## src/b64e_pkg.sv

```systemverilog
// Shared types, constants and the sextet-to-character map of the base64 encoder.
package b64e_pkg;

   localparam logic [7:0] PAD_CHAR = 8'h3D;

   typedef struct packed {
      logic [7:0] data_byte;
      logic       last_byte;
   } in_item_type;

   typedef struct packed {
      logic [7:0] out_char;
      logic       last_char;
   } out_item_type;

   // One closed group: 24 bits, MSB byte first, number of '=' and message end.
   typedef struct packed {
      logic [23:0] bits;
      logic [1:0]  pads;
      logic        last;
   } grp_type;

   typedef struct packed {
      logic full;
      logic valid;
   } q_stat_type;

   function automatic logic [7:0] sextet_char(input logic [5:0] v, input logic url);
      logic [7:0] c;
      if (v < 6'd26) begin
         c = 8'h41 + {2'b00, v};
      end else if (v < 6'd52) begin
         c = 8'h61 + {2'b00, v - 6'd26};
      end else if (v < 6'd62) begin
         c = 8'h30 + {2'b00, v - 6'd52};
      end else if (v == 6'd62) begin
         c = url ? 8'h2D : 8'h2B;
      end else begin
         c = url ? 8'h5F : 8'h2F;
      end
      return c;
   endfunction

endpackage

```

## src/b64e_front.sv

```systemverilog
// Front end: gathers input bytes into groups of three and closes groups on last.
module b64e_front
   import b64e_pkg::*;
(
   input  logic        clock,
   input  logic        reset,
   input  logic        req_valid,
   input  in_item_type req_payload,
   input  q_stat_type  q_stat,
   output logic        push,
   output grp_type     push_grp
);

   logic [15:0] held_ff, held_in;
   logic [1:0]  count_ff, count_in;
   logic        accept;
   logic        two_held;

   assign accept   = req_valid && !q_stat.full;
   // a count of three cannot occur; it behaves as two
   assign two_held = count_ff[1];
   assign push     = accept && (two_held || req_payload.last_byte);

   always_comb begin
      held_in  = held_ff;
      count_in = count_ff;
      push_grp.last = req_payload.last_byte;
      if (two_held) begin
         push_grp.bits = {held_ff, req_payload.data_byte};
         push_grp.pads = 2'd0;
      end else if (count_ff[0]) begin
         push_grp.bits = {held_ff[7:0], req_payload.data_byte, 8'h00};
         push_grp.pads = 2'd1;
      end else begin
         push_grp.bits = {req_payload.data_byte, 16'h0000};
         push_grp.pads = 2'd2;
      end
      if (accept) begin
         if (push) begin
            held_in  = 16'h0000;
            count_in = 2'd0;
         end else begin
            held_in  = {held_ff[7:0], req_payload.data_byte};
            count_in = count_ff + 2'd1;
         end
      end
   end

   always_ff @(posedge clock) begin
      if (reset) begin
         held_ff  <= 16'h0000;
         count_ff <= 2'd0;
      end else begin
         held_ff  <= held_in;
         count_ff <= count_in;
      end
   end

endmodule

```

## src/b64e_queue.sv

```systemverilog
// Two-entry group queue between front end and character emitter.
module b64e_queue
   import b64e_pkg::*;
(
   input  logic       clock,
   input  logic       reset,
   input  logic       push,
   input  grp_type    push_grp,
   input  logic       pop,
   output grp_type    head_grp,
   output q_stat_type q_stat
);

   grp_type    mem_ff [2];
   logic       wr_ptr_ff, wr_ptr_in;
   logic       rd_ptr_ff, rd_ptr_in;
   logic [1:0] cnt_ff, cnt_in;
   logic       do_push, do_pop;

   assign q_stat.full  = (cnt_ff == 2'd2);
   assign q_stat.valid = (cnt_ff != 2'd0);
   assign head_grp     = mem_ff[rd_ptr_ff];
   assign do_push      = push && !q_stat.full;
   assign do_pop       = pop && q_stat.valid;

   always_comb begin
      wr_ptr_in = do_push ? !wr_ptr_ff : wr_ptr_ff;
      rd_ptr_in = do_pop ? !rd_ptr_ff : rd_ptr_ff;
      cnt_in    = cnt_ff + {1'b0, do_push} - {1'b0, do_pop};
   end

   always_ff @(posedge clock) begin
      if (do_push) begin
         mem_ff[wr_ptr_ff] <= push_grp;
      end
   end

   always_ff @(posedge clock) begin
      if (reset) begin
         wr_ptr_ff <= 1'b0;
         rd_ptr_ff <= 1'b0;
         cnt_ff    <= 2'd0;
      end else begin
         wr_ptr_ff <= wr_ptr_in;
         rd_ptr_ff <= rd_ptr_in;
         cnt_ff    <= cnt_in;
      end
   end

endmodule

```

## src/b64e_back.sv

```systemverilog
// Back end: turns one group into four characters on a registered output.
module b64e_back
   import b64e_pkg::*;
(
   input  logic         clock,
   input  logic         reset,
   input  logic         csr_we,
   input  logic         csr_wdata,
   input  grp_type      head_grp,
   input  q_stat_type   q_stat,
   output logic         pop,
   output logic         rsp_valid,
   input  logic         rsp_stall,
   output out_item_type rsp_payload
);

   logic         url_ff;
   grp_type      ent_ff, ent_in;
   logic         busy_ff, busy_in;
   logic [1:0]   idx_ff, idx_in;
   logic         rsp_valid_ff, rsp_valid_in;
   out_item_type rsp_item_ff, rsp_item_in;
   logic         slot_free, emit, done;
   logic [5:0]   sextet;
   logic         is_pad;

   assign slot_free = !rsp_valid_ff || !rsp_stall;
   assign emit      = busy_ff && slot_free;
   assign done      = emit && (idx_ff == 2'd3);
   assign pop       = q_stat.valid && (!busy_ff || done);

   always_comb begin
      case (idx_ff)
         2'd0:    sextet = ent_ff.bits[23:18];
         2'd1:    sextet = ent_ff.bits[17:12];
         2'd2:    sextet = ent_ff.bits[11:6];
         default: sextet = ent_ff.bits[5:0];
      endcase
      // trailing characters with no input bits become pads
      is_pad = ({1'b0, idx_ff} + {1'b0, ent_ff.pads}) >= 3'd4;
   end

   always_comb begin
      ent_in       = pop ? head_grp : ent_ff;
      busy_in      = pop ? 1'b1 : (done ? 1'b0 : busy_ff);
      idx_in       = pop ? 2'd0 : (emit ? idx_ff + 2'd1 : idx_ff);
      rsp_valid_in = slot_free ? busy_ff : rsp_valid_ff;
      rsp_item_in  = rsp_item_ff;
      if (emit) begin
         rsp_item_in.out_char  = is_pad ? PAD_CHAR : sextet_char(sextet, url_ff);
         rsp_item_in.last_char = (idx_ff == 2'd3) && ent_ff.last;
      end
   end

   always_ff @(posedge clock) begin
      ent_ff      <= ent_in;
      rsp_item_ff <= rsp_item_in;
   end

   always_ff @(posedge clock) begin
      if (reset) begin
         url_ff       <= 1'b0;
         busy_ff      <= 1'b0;
         idx_ff       <= 2'd0;
         rsp_valid_ff <= 1'b0;
      end else begin
         if (csr_we) begin
            url_ff <= csr_wdata;
         end
         busy_ff      <= busy_in;
         idx_ff       <= idx_in;
         rsp_valid_ff <= rsp_valid_in;
      end
   end

   assign rsp_valid   = rsp_valid_ff;
   assign rsp_payload = rsp_item_ff;

endmodule

```

## src/base64_stream_encoder.sv

```systemverilog
// The first character of a group passes the group queue, the back end's group register and
// its output register after the group's closing byte is taken. The emitter gives one
// character per cycle while the receiver does not stall, four per group, so bytes are taken
// in bursts of one per cycle while the two-entry group queue has room, and are held off once it is full.
// Reset (synchronous, active high) empties the group queue, drops held bytes and
// selects the standard alphabet.
module base64_stream_encoder
   import b64e_pkg::*;
(
   input  logic         clock,
   input  logic         reset,
   input  logic         req_valid,
   output logic         req_stall,
   input  in_item_type  req_payload,
   output logic         rsp_valid,
   input  logic         rsp_stall,
   output out_item_type rsp_payload,
   input  logic         csr_we,
   input  logic         csr_wdata
);

   q_stat_type q_stat;
   logic       push, pop;
   grp_type    push_grp, head_grp;

   assign req_stall = q_stat.full;

   b64e_front u_front (
      .clock       (clock),
      .reset       (reset),
      .req_valid   (req_valid),
      .req_payload (req_payload),
      .q_stat      (q_stat),
      .push        (push),
      .push_grp    (push_grp)
   );

   b64e_queue u_queue (
      .clock    (clock),
      .reset    (reset),
      .push     (push),
      .push_grp (push_grp),
      .pop      (pop),
      .head_grp (head_grp),
      .q_stat   (q_stat)
   );

   b64e_back u_back (
      .clock       (clock),
      .reset       (reset),
      .csr_we      (csr_we),
      .csr_wdata   (csr_wdata),
      .head_grp    (head_grp),
      .q_stat      (q_stat),
      .pop         (pop),
      .rsp_valid   (rsp_valid),
      .rsp_stall   (rsp_stall),
      .rsp_payload (rsp_payload)
   );

`ifndef NO_ASSERTIONS
   a_full_has_head: assert property (@(posedge clock) disable iff (reset)
      q_stat.full |-> q_stat.valid)
      else $error("group queue full without a valid head");

   a_reset_empty: assert property (@(posedge clock)
      reset |=> !rsp_valid && !req_stall && !q_stat.valid)
      else $error("encoder not empty after reset");

   a_pop_needs_entry: assert property (@(posedge clock) disable iff (reset)
      pop |-> q_stat.valid)
      else $error("group popped from empty queue");
`endif

endmodule

```

## config.mk

```make
export PLATFORM = sky130hd
export DESIGN_NAME = base64_stream_encoder
export DESIGN_NICKNAME = d
export VERILOG_FILES = /design/src/b64e_pkg.sv /design/src/b64e_front.sv /design/src/b64e_queue.sv /design/src/b64e_back.sv /design/src/base64_stream_encoder.sv
export SDC_FILE = /design/constraint.sdc
export NUM_CORES = 1
export LEC_CHECK = 0
export ABC_AREA = 1
export BUFFER_PORTS_ARGS = -buffer_cell sky130_fd_sc_hd__buf_2
export CAP_MARGIN = 20
export CORE_ASPECT_RATIO = 0.6
export CORE_MARGIN = 1.5
export CORE_UTILIZATION = 61
export CTS_CLUSTER_SIZE = 16
export DETAILED_ROUTE_END_ITERATION = 10
export PLACE_DENSITY = 0.78
export REMOVE_ABC_BUFFERS = 1
export SYNTH_ARGS = -nofsm -noshare
export SYNTH_HDL_FRONTEND = slang
export SYNTH_HIERARCHICAL = 1
export SYNTH_SLANG_ARGS = --single-unit
```

## constraint.sdc

```tcl
create_clock -name clock -period 4.2 [get_ports clock]
set_clock_uncertainty 0.15 [all_clocks]
set_input_delay 0.42 -clock clock [delete_from_list [all_inputs] [get_ports clock]]
set_output_delay 0.42 -clock clock [all_outputs]
set_load 0.02 [all_outputs]
```

Word level (Yosys, flattened, before mapping)

Memory sizes are Yosys's and may differ from the RTL's. A register that Yosys moved wholly into a read port is not among the register bits.
Cells that the tools add are included.

Add/subtract/negate cells: 10
$mul: 0
Div/mod/pow operators: 0
Magnitude comparators: 4
Equality and inequality tests: 5
Shift-type cells: 0
Muxes and demuxes: 15
Bitwise operators: 0
Reduce and logical (&&, ||, !) cells: 21

Operators with widths:

| cell                                                | count |
|---|---|
| 2-to-1 mux 26 bit                                   | 2 |
| 2-to-1 mux 8 bit                                    | 4 |
| one-hot mux 6 bit (3 select lines)                  | 1 |
| adder 7 x 6 -> 8 bit (first input constant)         | 2 |
| 2-to-1 mux 16 bit                                   | 1 |
| < comparator 6 bit (second input constant)          | 2 |
| logical AND 1 bit                                   | 8 |
| adder 6 x 6 -> 7 bit (first input constant)         | 1 |
| 2-to-1 mux 7 bit                                    | 1 |
| == test 2 bit (second input constant)               | 3 |
| == test 6 bit (second input constant)               | 1 |
| zero test 1 bit                                     | 6 |
| < comparator 6 x 5 -> 1 bit (second input constant) | 1 |
| subtractor 6 x 5 -> 6 bit (second input constant)   | 1 |
| subtractor 6 bit (second input constant)            | 1 |
| adder 2 x 1 -> 2 bit (second input constant)        | 2 |
| 2-to-1 mux 1 bit                                    | 4 |
| nonzero test 2 bit                                  | 2 |
| adder 2 x 2 -> 3 bit                                | 1 |
| >= comparator 3 bit (second input constant)         | 1 |
| logical OR 1 bit                                    | 3 |
| 2-to-1 mux 3 bit                                    | 1 |
| adder 2 x 1 -> 2 bit                                | 1 |
| == test 2 x 1 -> 1 bit (second input constant)      | 1 |
| other kinds (4)                                     | 4 |

Register bits: 36
Latch bits: 0
Memory bits (writable): 54
Memory bits (read-only): 0
Bits of input ports: 15
Output and inout bits: 11
Word-level logic and storage cells: 67
Memories: 1

Memory list:

| name           | depth | width | read ports | clocked after Yosys merged registers in | wr ports | RTL line         | text |
|---|---|---|---|---|---|---|---|
| u_queue.mem_ff | 2     | 27    | 1          | 1                                       | 1        | b64e_queue.sv:14 | `grp_type mem_ff [2];` |

Depth between registers and ports, before layout

Depth in word-level cells: 8
Gate-level depth with buffers: 17
Gate-level depth less buffers: 17

Cells and area by module

Netlist, hierarchy kept.

Modules (own cells, without submodules):

| module     | times used | cells an instance | area each (µm²) | sequential area each (µm²) |
|---|---|---|---|---|
| b64e_back  | 1          | 246               | 2,459.9         | 1,181.1 |
| b64e_queue | 1          | 122               | 2,299.7         | 1,721.7 |
| b64e_front | 1          | 166               | 1,194.9         | 360.3 |

Worst setup path before layout

OpenSTA, ideal clock, no wires.

Kind: reg-to-reg
Start: register u_back.idx_ff[1]
End: register u_queue.cnt_ff[1]
Setup time: 0.115 ns
Arrival time: 2.819 ns
Setup slack: 1.116 ns
Cell stages (with the launch flop): 12
Buffers on the path: 0
Cell sequence: dfxtp_1 ha_1 a21oi_1 nor2_1 inv_1 nor2_1 ha_1 inv_1 ha_1 nand2_1 a21oi_1 nor2_1

Word-level cells in the longest chain between the ends: 6

RTL lines:

| item                      | RTL line                    | text |
|---|---|---|
| start, declared           | b64e_back.sv:20             | `logic [1:0] idx_ff, idx_in;` |
| start signal, assigned    | b64e_back.sv:71             | `idx_ff <= idx_in;` |
| == test 2 bit             | b64e_back.sv:29             | `assign done = emit && (idx_ff == 2'd3);` |
| logical AND 1 bit         | b64e_back.sv:29             |  |
| logical OR 1 bit          | b64e_back.sv:30             | `assign pop = q_stat.valid && (!busy_ff \|\| done);` |
| logical AND 1 bit         | b64e_back.sv:30             |  |
| net pop                   | base64_stream_encoder.sv:23 | `logic push, pop;` |
| logical AND 1 bit         | b64e_queue.sv:24            | `assign do_pop = pop && q_stat.valid;` |
| net u_queue.do_pop        | b64e_queue.sv:18            | `logic do_push, do_pop;` |
| subtractor 2 x 1 -> 2 bit | b64e_queue.sv:29            | `cnt_in = cnt_ff + {1'b0, do_push} - {1'b0, do_pop};` |
| end signal, assigned      | b64e_queue.sv:46            | `cnt_ff <= cnt_in;` |
| end, declared             | b64e_queue.sv:17            | `logic [1:0] cnt_ff, cnt_in;` |

The timed path passes the listed nets, and every way through them passes these cells.
A chain may end at the register's enable or synchronous reset.

Worst setup path after layout

Start: register u_back.idx_ff[0]
End: register u_back.rsp_item_ff (netlist bit u_back/rsp_payload[6]), data pin

Word-level cells in the longest chain between the ends: 7

RTL lines:

| item                                                            | RTL line                       | text |
|---|---|---|
| == test 2 bit, or another cell as far along                     | b64e_back.sv:33                | `case (idx_ff)` |
| one-hot mux 6 bit (3 select lines)                              | b64e_back.sv:33                |  |
| subtractor 6 bit / == test 6 bit (equally long branches)        | b64e_pkg.sv:35, b64e_pkg.sv:36 |  |
| adder 6 x 6 -> 7 bit / 2-to-1 mux 8 bit (equally long branches) | b64e_pkg.sv:35, b64e_pkg.sv:36 |  |
| 2-to-1 mux 8 bit                                                | b64e_pkg.sv:34                 | `end else if (v < 6'd62) begin` |
| 2-to-1 mux 8 bit                                                | b64e_pkg.sv:32                 | `end else if (v < 6'd52) begin` |
| 2-to-1 mux 8 bit                                                | b64e_pkg.sv:30                 | `if (v < 6'd26) begin` |
| end signal, assigned                                            | b64e_back.sv:57                | `rsp_item_ff <= rsp_item_in;` |
| end, declared                                                   | b64e_back.sv:22                | `out_item_type rsp_item_ff, rsp_item_in;` |

Parallel ways exist; a longest one is shown, timed or not.

==> results.sh <==
export IMPL_required_ps=4200
export IMPL_p_per_area_nw_per_um2=749.5
export IMPL_cp_max_fo=6
export IMPL_viasPerCell=5.545
export IMPL_pin_count=26
export IMPL_combPwrFrac_pct=35.0
export IMPL_setup_viol=0
export IMPL_critPathCaptureType="flip-flop"
export IMPL_cts_buffer_depth=2
export IMPL_relSlewSlack_pct=35.08
export IMPL_overflow=0
export IMPL_syn_to_final_growth_pct=14.02
export IMPL_p_sw_share_pct=34.97
export IMPL_die_h_um=79.53
export IMPL_clockPowerShare_pct=31.5
export IMPL_fin_crit_sh_pct=70.67
export IMPL_slowest_delay_ps=430
export IMPL_antenna_found_initial=0
export IMPL_path_cells="inv_1 > ha_1 > nand2_1 > nand2_4 > o21bai_4 > ha_1 > inv_1 > xor2_2 > ha_1 > inv_1 > nor2_1 > a21oi_1 > nand2_1 > nand2_1"
export IMPL_post_cts_buffers=0
export IMPL_min_period_ps=2968
export IMPL_synth_area_top_cells="edfxtp_1, dfxtp_1, nand2_1, mux2_4, ha_1"
export IMPL_dieArea_sq_um=10380
export IMPL_cts_sinks=118
export IMPL_io_buffers=25
export IMPL_dp_hpwl_um=8166
export IMPL_gr_usage_all_layers_pct=25.82
export IMPL_ir_drop_uv=428.4
export IMPL_wl_per_cell_um=17.07
export IMPL_diodes=0
export IMPL_pwr_share_seq_pct=33.4
export IMPL_tritoncts="yes"
export IMPL_worst_pin_slew_ps=970.2
export IMPL_grt_max_degree=31
export IMPL_final_antenna_net_count=0
export IMPL_yosysUniqueCellTypes=39
export IMPL_cp_top_family="adder cells"
export IMPL_crit_buf_inv=3
export IMPL_yosysSeqAreaShare_pct=54.80
export IMPL_first_pass_iters=5
export IMPL_core_area_sq_um=9324
export IMPL_grt_pass1_vias=3865
export IMPL_wl_um=12120
export IMPL_nFillCells=658
export IMPL_gp_congestion=0.9286
export IMPL_status="finished, final reports clean"
export IMPL_place_area_sq_um=6102
export IMPL_ys_ff_latch=118
export IMPL_synth_warnings=6
export IMPL_intPower_mw=3.309
export IMPL_synth_top_area_share_pct=45.39
export IMPL_layout_nets=599
export IMPL_hold_viol_final=0
export IMPL_cts_buffers=17
export IMPL_synth_area_sq_um=5954
export IMPL_p_switching_mw=1.779
export IMPL_setup_tns_ps=0
export IMPL_hold_path_class="in -> reg"
export IMPL_most_common_layout_cells="nand2_1, edfxtp_1, inv_1, a21oi_1, nor2_1"
export IMPL_startpoint_type="flip-flop"
export IMPL_p_leak_nw=2.779
export IMPL_initial_core_util_pct=63.86
export IMPL_syn_mean_instance_area_sq_um=11.15
export IMPL_rsz0062_at_grt="false"
export IMPL_drc=0
export IMPL_chipWidth_um=130.6
export IMPL_slew_viol_final=0
export IMPL_grt_pass1_wl_um=19720
export IMPL_final_common_cell="nand2_1"
export IMPL_first_iter_violations=276
export IMPL_stdcell_area_sq_um=6789
export IMPL_yosysTopAreaCell="edfxtp_1"
export IMPL_ctsHoldBuffers=0
export IMPL_synthCells=534
export IMPL_fmax_mhz=336.9
export IMPL_cts_root_buf="clkbuf_16"
export IMPL_maxCapViolCount=0
export IMPL_utilization_pct=72.81
export IMPL_cp_slowest_cell="dfxtp_1"
export IMPL_worstSkewPairLatency_ps=400
export IMPL_arrival_ps=2970
export IMPL_critical_path_class="reg -> reg"
export IMPL_cts_repair_resized=0
export IMPL_htreeDepth=4
export IMPL_path_clk_slew_ps=50
export IMPL_rows=27
export IMPL_drive_gt1_share_pct=27.76
export IMPL_num_vias=3937
## per-layer routing
metal / GRT usage [%] / wire length [um]
met5: 0 / 0
met4: 8.022 / 142
met3: 6.300 / 861
met2: 39.79 / 5457
met1: 36.31 / 5656
## state kept, by name (all words and copies together), names as in the netlist, named ones only
signal	count
u_back/busy_ff	1
u_back/ent_ff	27
u_back/rsp_valid	1
u_back/url_ff	1
u_front/count_ff	2
u_back/rsp_payload	9
u_queue/rd_ptr_ff	1
u_queue/mem_ff	54
u_queue/wr_ptr_ff	1
u_front/held_ff	16
u_back/idx_ff	2
u_queue/cnt_ff	2
## per-stage QoR
step / worst slack (ps) / power, mW / instances / hold slack (ps)
floorplan: 1116 / 3.007 / 518 / 289.7
global placement: 1412 / 3.427 / 677 / 303.4
detailed placement: 1322 / 3.457 / 677 / 320.5
CTS: 1251 / 5.078 / 709 / 92.79
global route: 1092 / 5.366 / 710 / 92.27
finish: 1232 / 5.088 / 710 / 104.7
## final cells by class
type | instances | area, sq um | share of cell area [%]
Multi-Input combinational cell | 347 | 2322 | 34.21
Clock inverter | 15 | 234.0 | 3.446
Inverter | 53 | 198.9 | 2.930
Timing Repair Buffer | 30 | 182.7 | 2.691
Clock buffer | 17 | 425.4 | 6.266
Sequential cell | 118 | 3263 | 48.06
Tap cell | 130 | 162.7 | 2.396
## path summary, 6_finish.rpt
check / from / cells after the start / slack, ps / end
setup reg to reg: u_back/idx_ff[0]$_SDFFE_PP0P_ / 14 / 1230 / u_back/rsp_payload[6]$_SDFFCE_PP1P_
hold / removal: csr_wdata / 3 / 100 / u_back/url_ff$_SDFFE_PP0P_
setup / recovery: u_back/idx_ff[0]$_SDFFE_PP0P_ / 14 / 1230 / u_back/rsp_payload[6]$_SDFFCE_PP1P_
hold reg to reg: u_front/held_ff[13]$_SDFFE_PP0P_ / 2 / 330 / u_front/held_ff[13]$_SDFFE_PP0P_
## synth_stat cells (all sizes together)
cell type and number:
clkinv 1, o21bai 3, o31ai 1, buf 15, o211ai 2, edfxtp 90
nand3 48, or2 2, inv 52, a21oi 47, xor2 5, clkbuf 1
mux2 27, ha 17, nor2 53, nor3b 1, nand3b 1, dfxtp 28
nor3 1, o21ai 6, a31oi 1, nand2 132
## worst reg2reg max path, cell delays in order, from the launching register on
cell and delay [ps]:
dfxtp_1 430, inv_1 130, ha_1 280, nand2_1 150
nand2_4 80, o21bai_4 270, ha_1 320, inv_1 110
xor2_2 190, ha_1 300, inv_1 40, nor2_1 100
a21oi_1 50, nand2_1 60, nand2_1 40
## kinds of logic after synthesis
kind of cell               after synthesis  share of synthesized area, %
and+or+nand+nor                        238                         21.41
DFF                                    118                         54.80
buffers and inverters                   69                         6.283
xor gates and xnor gates                 5                        0.8615
AOI/OAI and AO/OA                       60                         6.703
muxes                                   27                         6.367
adders and majority gates               17                         3.572
## power by group through the flow
stage	sequential (mW)	combinational [mW]	clock, mW
6_report	1.70	1.78	1.60
2_1_floorplan	1.76	1.24	0
4_1_cts	1.70	1.76	1.62
5_1_grt	1.72	1.97	1.67
3_5_place_dp	1.72	1.74	0
3_3_place_gp	1.71	1.72	0
(Power assumes the default switching activity.)
